--- src/design/sfr_pkg.sv ---
// ----------------------------------------------------------------------------
// sfr_pkg
// Types and constants shared by the sync frame receiver modules.
// ----------------------------------------------------------------------------
package sfr_pkg;

    localparam int DATA_W             = 8;
    localparam int BYTE_INDEX_W       = 6;
    localparam int PAYLOAD_BYTES_DEF  = 16;
    localparam int TOKQ_DEPTH         = 2;

    localparam logic [DATA_W-1:0] FIRST_SYNC_RESET  = 8'hAA;
    localparam logic [DATA_W-1:0] SECOND_SYNC_RESET = 8'hBB;

    localparam logic REG_IDX_FIRST_SYNC  = 1'b0;
    localparam logic REG_IDX_SECOND_SYNC = 1'b1;

    typedef struct packed {
        logic                    en;
        logic                    bank;
        logic [BYTE_INDEX_W-1:0] addr;
        logic [DATA_W-1:0]       data;
    } sfr_wr_t;

    typedef struct packed {
        logic valid;
        logic bank;
    } sfr_tok_t;

endpackage

--- src/design/sfr_front.sv ---
// ----------------------------------------------------------------------------
// sfr_front
// Sync hunt, payload capture into a double-buffered store and checksum test.
// ----------------------------------------------------------------------------
module sfr_front #(
    parameter int PAYLOAD_BYTES = sfr_pkg::PAYLOAD_BYTES_DEF
) (
    input  logic                      clk,
    input  logic                      rst_n,
    input  logic                      push,
    input  logic [sfr_pkg::DATA_W-1:0] rx_byte,
    input  logic [sfr_pkg::DATA_W-1:0] first_sync,
    input  logic [sfr_pkg::DATA_W-1:0] second_sync,
    input  sfr_pkg::sfr_tok_t         rel,
    output logic                      full,
    output sfr_pkg::sfr_wr_t          wr,
    output sfr_pkg::sfr_tok_t         tok
);

    localparam int IDX_W = (PAYLOAD_BYTES > 1) ? $clog2(PAYLOAD_BYTES) : 1;
    localparam logic [IDX_W-1:0] LAST_IDX = IDX_W'(PAYLOAD_BYTES - 1);

    localparam logic [1:0] PH_FIRST  = 2'd0;
    localparam logic [1:0] PH_SECOND = 2'd1;
    localparam logic [1:0] PH_DATA   = 2'd2;
    localparam logic [1:0] PH_CHECK  = 2'd3;

    logic [1:0]                 phase_reg, phase_next;
    logic [IDX_W-1:0]           count_reg, count_next;
    logic [sfr_pkg::DATA_W-1:0] sum_reg, sum_next;
    logic                       wr_bank_reg, wr_bank_next;
    logic [1:0]                 busy_reg, busy_next;
    logic                       accept;

    assign full   = busy_reg[wr_bank_reg];
    assign accept = push && !full;

    always_comb
    begin
        phase_next   = phase_reg;
        count_next   = count_reg;
        sum_next     = sum_reg;
        wr_bank_next = wr_bank_reg;
        busy_next    = busy_reg;
        wr           = '0;
        tok          = '0;
        if (rel.valid)
        begin
            busy_next[rel.bank] = 1'b0;
        end
        if (accept)
        begin
            unique case (phase_reg)
                PH_FIRST:
                begin
                    if (rx_byte == first_sync)
                    begin
                        phase_next = PH_SECOND;
                    end
                end
                PH_SECOND:
                begin
                    if (rx_byte == second_sync)
                    begin
                        phase_next = PH_DATA;
                        count_next = '0;
                        sum_next   = '0;
                    end
                    else
                    begin
                        phase_next = PH_FIRST;
                    end
                end
                PH_DATA:
                begin
                    wr.en    = 1'b1;
                    wr.bank  = wr_bank_reg;
                    wr.addr  = sfr_pkg::BYTE_INDEX_W'(count_reg);
                    wr.data  = rx_byte;
                    sum_next = sum_reg + rx_byte;
                    if (count_reg == LAST_IDX)
                    begin
                        count_next = '0;
                        phase_next = PH_CHECK;
                    end
                    else
                    begin
                        count_next = count_reg + 1'b1;
                    end
                end
                PH_CHECK:
                begin
                    if (rx_byte == sum_reg)
                    begin
                        tok.valid              = 1'b1;
                        tok.bank               = wr_bank_reg;
                        busy_next[wr_bank_reg] = 1'b1;
                        wr_bank_next           = ~wr_bank_reg;
                    end
                    phase_next = PH_FIRST;
                    count_next = '0;
                    sum_next   = '0;
                end
                default:
                begin
                    phase_next = PH_FIRST;
                end
            endcase
        end
    end

    always_ff @(posedge clk or negedge rst_n)
    begin
        if (!rst_n)
        begin
            phase_reg   <= PH_FIRST;
            count_reg   <= '0;
            sum_reg     <= '0;
            wr_bank_reg <= 1'b0;
            busy_reg    <= '0;
        end
        else
        begin
            phase_reg   <= phase_next;
            count_reg   <= count_next;
            sum_reg     <= sum_next;
            wr_bank_reg <= wr_bank_next;
            busy_reg    <= busy_next;
        end
    end

endmodule

--- src/design/sfr_tokq.sv ---
// ----------------------------------------------------------------------------
// sfr_tokq
// Short queue of finished frame buffers between the front and back parts.
// ----------------------------------------------------------------------------
module sfr_tokq (
    input  logic              clk,
    input  logic              rst_n,
    input  sfr_pkg::sfr_tok_t tok,
    input  logic              pop,
    output sfr_pkg::sfr_tok_t head
);

    localparam int PTR_W = $clog2(sfr_pkg::TOKQ_DEPTH);

    logic [sfr_pkg::TOKQ_DEPTH-1:0] bank_reg;
    logic [PTR_W-1:0]               wr_ptr_reg, wr_ptr_next;
    logic [PTR_W-1:0]               rd_ptr_reg, rd_ptr_next;
    logic [PTR_W:0]                 count_reg, count_next;
    logic                           do_pop;

    assign head.valid = (count_reg != '0);
    assign head.bank  = bank_reg[rd_ptr_reg];
    assign do_pop     = pop && head.valid;

    always_comb
    begin
        wr_ptr_next = wr_ptr_reg;
        rd_ptr_next = rd_ptr_reg;
        count_next  = count_reg;
        if (tok.valid)
        begin
            wr_ptr_next = wr_ptr_reg + 1'b1;
        end
        if (do_pop)
        begin
            rd_ptr_next = rd_ptr_reg + 1'b1;
        end
        if (tok.valid && !do_pop)
        begin
            count_next = count_reg + 1'b1;
        end
        else if (!tok.valid && do_pop)
        begin
            count_next = count_reg - 1'b1;
        end
    end

    always_ff @(posedge clk)
    begin
        if (tok.valid)
        begin
            bank_reg[wr_ptr_reg] <= tok.bank;
        end
    end

    always_ff @(posedge clk or negedge rst_n)
    begin
        if (!rst_n)
        begin
            wr_ptr_reg <= '0;
            rd_ptr_reg <= '0;
            count_reg  <= '0;
        end
        else
        begin
            wr_ptr_reg <= wr_ptr_next;
            rd_ptr_reg <= rd_ptr_next;
            count_reg  <= count_next;
        end
    end

endmodule

--- src/design/sfr_back.sv ---
// ----------------------------------------------------------------------------
// sfr_back
// Payload store and burst drain of frames that passed the checksum.
// ----------------------------------------------------------------------------
module sfr_back #(
    parameter int PAYLOAD_BYTES = sfr_pkg::PAYLOAD_BYTES_DEF
) (
    input  logic                            clk,
    input  logic                            rst_n,
    input  sfr_pkg::sfr_wr_t                wr,
    input  sfr_pkg::sfr_tok_t               head,
    input  logic                            pop,
    output logic                            tok_pop,
    output sfr_pkg::sfr_tok_t               rel,
    output logic                            empty,
    output logic [sfr_pkg::DATA_W-1:0]       payload_byte,
    output logic [sfr_pkg::BYTE_INDEX_W-1:0] byte_index,
    output logic                            last_of_frame
);

    localparam int IDX_W = (PAYLOAD_BYTES > 1) ? $clog2(PAYLOAD_BYTES) : 1;
    localparam logic [IDX_W-1:0] LAST_IDX = IDX_W'(PAYLOAD_BYTES - 1);

    logic [sfr_pkg::DATA_W-1:0] mem [2][PAYLOAD_BYTES];
    logic [sfr_pkg::DATA_W-1:0] mem_q_reg;

    logic [IDX_W-1:0]           rd_idx_reg, rd_idx_next;
    logic                       s1_valid_reg, s1_valid_next;
    logic [IDX_W-1:0]           s1_idx_reg;
    logic                       s1_last_reg;
    logic                       out_valid_reg, out_valid_next;
    logic [sfr_pkg::DATA_W-1:0] out_data_reg;
    logic [IDX_W-1:0]           out_idx_reg;
    logic                       out_last_reg;
    logic                       s1_adv;
    logic                       issue;
    logic                       issue_last;

    assign s1_adv     = s1_valid_reg && (!out_valid_reg || pop);
    assign issue      = head.valid && (!s1_valid_reg || s1_adv);
    assign issue_last = (rd_idx_reg == LAST_IDX);
    assign tok_pop    = issue && issue_last;
    assign rel.valid  = tok_pop;
    assign rel.bank   = head.bank;

    assign empty         = !out_valid_reg;
    assign payload_byte  = out_data_reg;
    assign byte_index    = sfr_pkg::BYTE_INDEX_W'(out_idx_reg);
    assign last_of_frame = out_last_reg;

    always_ff @(posedge clk)
    begin
        if (wr.en)
        begin
            mem[wr.bank][wr.addr[IDX_W-1:0]] <= wr.data;
        end
        if (issue)
        begin
            mem_q_reg <= mem[head.bank][rd_idx_reg];
        end
    end

    always_comb
    begin
        rd_idx_next    = rd_idx_reg;
        s1_valid_next  = s1_valid_reg;
        out_valid_next = out_valid_reg;
        if (issue)
        begin
            rd_idx_next = issue_last ? '0 : rd_idx_reg + 1'b1;
        end
        if (issue)
        begin
            s1_valid_next = 1'b1;
        end
        else if (s1_adv)
        begin
            s1_valid_next = 1'b0;
        end
        if (s1_adv)
        begin
            out_valid_next = 1'b1;
        end
        else if (pop && out_valid_reg)
        begin
            out_valid_next = 1'b0;
        end
    end

    always_ff @(posedge clk)
    begin
        if (issue)
        begin
            s1_idx_reg  <= rd_idx_reg;
            s1_last_reg <= issue_last;
        end
        if (s1_adv)
        begin
            out_data_reg <= mem_q_reg;
            out_idx_reg  <= s1_idx_reg;
            out_last_reg <= s1_last_reg;
        end
    end

    always_ff @(posedge clk or negedge rst_n)
    begin
        if (!rst_n)
        begin
            rd_idx_reg    <= '0;
            s1_valid_reg  <= 1'b0;
            out_valid_reg <= 1'b0;
        end
        else
        begin
            rd_idx_reg    <= rd_idx_next;
            s1_valid_reg  <= s1_valid_next;
            out_valid_reg <= out_valid_next;
        end
    end

endmodule

--- src/design/sync_frame_receiver_sum8_unit.sv ---
// ----------------------------------------------------------------------------
// sync_frame_receiver_sum8_unit
// Two-byte sync, fixed-length frame receiver with an 8-bit additive checksum.
// ----------------------------------------------------------------------------
// Takes one received byte per cycle while full is low; full rises only while
// both payload buffers hold frames whose last byte has not yet been read from
// the store. A good frame is queued once its checksum byte is taken; its bytes
// pass a store read register and an output register, and the burst drains one
// byte per cycle while pop is high. Reset clears the sync state and all queues;
// the sync registers return to 0xAA and 0xBB. The payload store is not cleared.
module sync_frame_receiver_sum8_unit #(
    parameter int PAYLOAD_BYTES = sfr_pkg::PAYLOAD_BYTES_DEF
) (
    input  logic                            clk,
    input  logic                            rst_n,
    input  logic                            push,
    output logic                            full,
    input  logic [sfr_pkg::DATA_W-1:0]       rx_byte,
    output logic                            empty,
    input  logic                            pop,
    output logic [sfr_pkg::DATA_W-1:0]       payload_byte,
    output logic [sfr_pkg::BYTE_INDEX_W-1:0] byte_index,
    output logic                            last_of_frame,
    input  logic                            psel,
    input  logic                            penable,
    input  logic                            pwrite,
    input  logic [2:0]                      paddr,
    input  logic [31:0]                     pwdata,
    output logic [31:0]                     prdata,
    output logic                            pready
);

    logic [sfr_pkg::DATA_W-1:0] first_sync_reg;
    logic [sfr_pkg::DATA_W-1:0] second_sync_reg;
    logic                       cfg_write;
    logic [sfr_pkg::DATA_W-1:0] rd_value;
    sfr_pkg::sfr_wr_t           wr;
    sfr_pkg::sfr_tok_t          tok;
    sfr_pkg::sfr_tok_t          head;
    sfr_pkg::sfr_tok_t          rel;
    logic                       tok_pop;

    assign pready    = 1'b1;
    assign cfg_write = psel && penable && pwrite && pready;

    always_ff @(posedge clk or negedge rst_n)
    begin
        if (!rst_n)
        begin
            first_sync_reg  <= sfr_pkg::FIRST_SYNC_RESET;
            second_sync_reg <= sfr_pkg::SECOND_SYNC_RESET;
        end
        else if (cfg_write)
        begin
            unique case (paddr[2])
                sfr_pkg::REG_IDX_FIRST_SYNC:  first_sync_reg  <= pwdata[7:0];
                sfr_pkg::REG_IDX_SECOND_SYNC: second_sync_reg <= pwdata[7:0];
                default:                      first_sync_reg  <= first_sync_reg;
            endcase
        end
    end

    always_comb
    begin
        unique case (paddr[2])
            sfr_pkg::REG_IDX_FIRST_SYNC:  rd_value = first_sync_reg;
            sfr_pkg::REG_IDX_SECOND_SYNC: rd_value = second_sync_reg;
            default:                      rd_value = '0;
        endcase
    end

    assign prdata = {24'd0, rd_value};

    sfr_front #(
        .PAYLOAD_BYTES(PAYLOAD_BYTES)
    ) u_front (
        .clk         (clk),
        .rst_n       (rst_n),
        .push        (push),
        .rx_byte     (rx_byte),
        .first_sync  (first_sync_reg),
        .second_sync (second_sync_reg),
        .rel         (rel),
        .full        (full),
        .wr          (wr),
        .tok         (tok)
    );

    sfr_tokq u_tokq (
        .clk   (clk),
        .rst_n (rst_n),
        .tok   (tok),
        .pop   (tok_pop),
        .head  (head)
    );

    sfr_back #(
        .PAYLOAD_BYTES(PAYLOAD_BYTES)
    ) u_back (
        .clk           (clk),
        .rst_n         (rst_n),
        .wr            (wr),
        .head          (head),
        .pop           (pop),
        .tok_pop       (tok_pop),
        .rel           (rel),
        .empty         (empty),
        .payload_byte  (payload_byte),
        .byte_index    (byte_index),
        .last_of_frame (last_of_frame)
    );

endmodule

--- config.mk ---
export PLATFORM = sky130hd
export DESIGN_NAME = sync_frame_receiver_sum8_unit
export DESIGN_NICKNAME = d
export VERILOG_FILES = /design/src/design/sfr_pkg.sv /design/src/design/sfr_front.sv /design/src/design/sfr_tokq.sv /design/src/design/sfr_back.sv /design/src/design/sync_frame_receiver_sum8_unit.sv
export SDC_FILE = /design/constraint.sdc
export NUM_CORES = 1
export LEC_CHECK = 0
export BUFFER_PORTS_ARGS = -buffer_cell sky130_fd_sc_hd__clkbuf_2
export CORE_MARGIN = 3
export CORE_UTILIZATION = 40
export CTS_CLUSTER_SIZE = 10
export DETAILED_ROUTE_END_ITERATION = 7
export PLACE_DENSITY_LB_ADDON = 0.2
export SLEW_MARGIN = 20
export SYNTH_ARGS = -nofsm -noshare
export SYNTH_HDL_FRONTEND = slang
export SYNTH_HIERARCHICAL = 1
export SYNTH_SLANG_ARGS = --single-unit
--- constraint.sdc ---
create_clock -name clk -period 6.82 [get_ports clk]
set_clock_uncertainty 0.1 [all_clocks]
set_input_delay 0.341 -clock clk [delete_from_list [all_inputs] [get_ports clk]]
set_output_delay 0.341 -clock clk [all_outputs]
set_load 0.02 [all_outputs]
==> reports/metrics.csv <==
metric,value,unit
"Data arrival, critical path",3.75,ns
final setup fails,0,
max reg flops,256,
CP cell instances,mux2i_1 -> and3_1 -> and2_1 -> or3b_1 -> nor2_1,
Leakage,5.84,nW
Slew @ Worst Pin,1.06,ns
vias in the first global route,6753,
crit share post-route,0.547,
"Slowest-stage cell, CP",and3_1,
antenna violations before repair,0,
CP max FO,28,
internal cell power,3.33,mW
fin crit period,3.73,ns
clk buf depth,3,
WHS Path Cells,3,
H-tree depth,2,
Fin. Hold Viols,0,
CORE AREA,32900,um2
wire length per cell after detailed routing,21.9,um
nets@finish,820,
CP Launch Type,flop,
"Avg Cell Area, Syn",19.5,um2
CTS tree,yes,
layout cells sized above 1,0.300,
synthesized cell area,13500,um2
clock root cell,clkbuf_16,
router iterations before antenna repair,7,
Die ar.,36100,um2
Yosys warnings,6,
crit-path max cell delay,0.85,ns
std cell rows,66,
first-pass GRT wire length,41100,um
sequential share of power,0.530,
"commonest non-fill, non-tap cells in the layout","284 x edfxtp_1, 80 x mux4_2, 45 x clkbuf_2, 41 x clkbuf_16, 36 x nor2_1",
Hold Worst Slack,0.0171,ns
Post-DP HPWL,17100,um
Clock Latency Late Sink,0.51,ns
largest net degree at the start of global routing,48,
Via-to-Cell Ratio,5.29,
stages on the worst setup path,5,
die extent in y,190,um
TNS Setup,0,ns
port bufs,46,
"commonest non-fill, non-tap cell in the layout",edfxtp_1,
Worst VDD drop,0.000132,V
Max-cap violations,0,
synth-to-layout area growth,12.7,%
I/O pin count,100,
Initial DRC Count,476,
CTS Buf Count,39,
RSZ-0062 raised after global routing,false,
final antenna-violating net count,0,
cts repair resizes,0,
Slew headroom,0.294,
GPL Wtd Cong,0.780,
Worst path top cell family by delay,simple AND/OR/NAND/NOR gates,
Max Fclk,0.268,GHz
switching power,0.822,mW
part of the power in the clock network,0.436,
Pwr per Cell Area,272,nW/um2
Die Wd,190,um
Gate power share,0.034,
gr ovfl total,0,
switching part of the total,0.198,
antenna cells,0,
status,finished clean,
fin. max-slew vios,0,
Residual DRC,0,
worst setup path category,reg -> reg,
Hold WC Path Type,in -> reg,
# clock sinks,327,
Vias,6445,
Worst-path clk slew,0.06,ns
worst path bufs/invs,0,
r2r worst-path depth,5,
crit path capture type,flop,
total track usage,0.151,
CP required,6.84,ns
Initial Utilization,0.411,
Synth Instances,694,
aggregate routed wire length,26700,um
# fillers,2754,
## worst min-delay path: cells and delay by family
family	cells	cell delay, ns
buffers and inverters	1	0.08
AND/OR/NAND/NOR	2	0.16
## final cells by class
| type | instances | area, um2 | share of cell area |
|---|---|---|---|
| clock buffer | 57 | 1090 | 0.0712 |
| clock inverter | 2 | 12.5 | 0.000820 |
| inverter | 4 | 15.0 | 0.000984 |
| multi-input combinational | 330 | 3630 | 0.238 |
| sequential | 327 | 9620 | 0.631 |
| tap | 442 | 553 | 0.0363 |
| timing repair buffer | 57 | 338 | 0.0221 |
## power by group through the flow
stage	sequential (mW)	combinational, mW	clock (mW)
5_1_grt	2.20	0.154	1.95
2_1_floorplan	2.23	0.113	0
3_3_place_gp	2.24	0.137	0
3_5_place_dp	2.24	0.140	0
6_report	2.20	0.142	1.81
4_1_cts	2.20	0.145	1.87
## final timing paths
path                                     start                      to  slack (ns)
min reg2reg                u_back/mem_q_reg[4]  u_back/payload_byte[4]        0.32
min                                        pop    u_back/out_valid_reg        0.02
max                        u_front/wr_bank_reg       u_back/mem[0][47]        3.09
max in group asynchronous                rst_n    u_back/rd_idx_reg[0]        5.91
max reg2reg                u_front/wr_bank_reg       u_back/mem[0][47]        3.09
min in group asynchronous                rst_n    u_back/out_valid_reg        0.27
## what timing repair did
item / 4_1_cts / 5_1_grt
hold buffers: 9 / 0
setup buffers: 0 / 0
hold endpoints to repair: 33 / 0
## metal layers
layer | vias up | global-route usage | share of wire
met4 | 0 | 0.0395 | 0.020
li1 | 2844 | - | -
met2 | 186 | 0.244 | 0.48
met1 | 3374 | 0.214 | 0.44
met3 | 41 | 0.0275 | 0.057
met5 | - | 0 | 0
## through the flow
stage	worst slack [ns]	total power, mW	utilization	std cells	cell area, um2
floorplan	4.10	2.35	-	718	13600
global placement	3.18	2.37	0.427	1151	14100
global route	2.79	4.30	0.463	1219	15300
finish	3.09	4.15	0.463	1219	15300
CTS	3.03	4.21	0.463	1219	15200
detailed placement	3.05	2.38	0.427	1151	14100
Power figures use the tool's default switching activity.
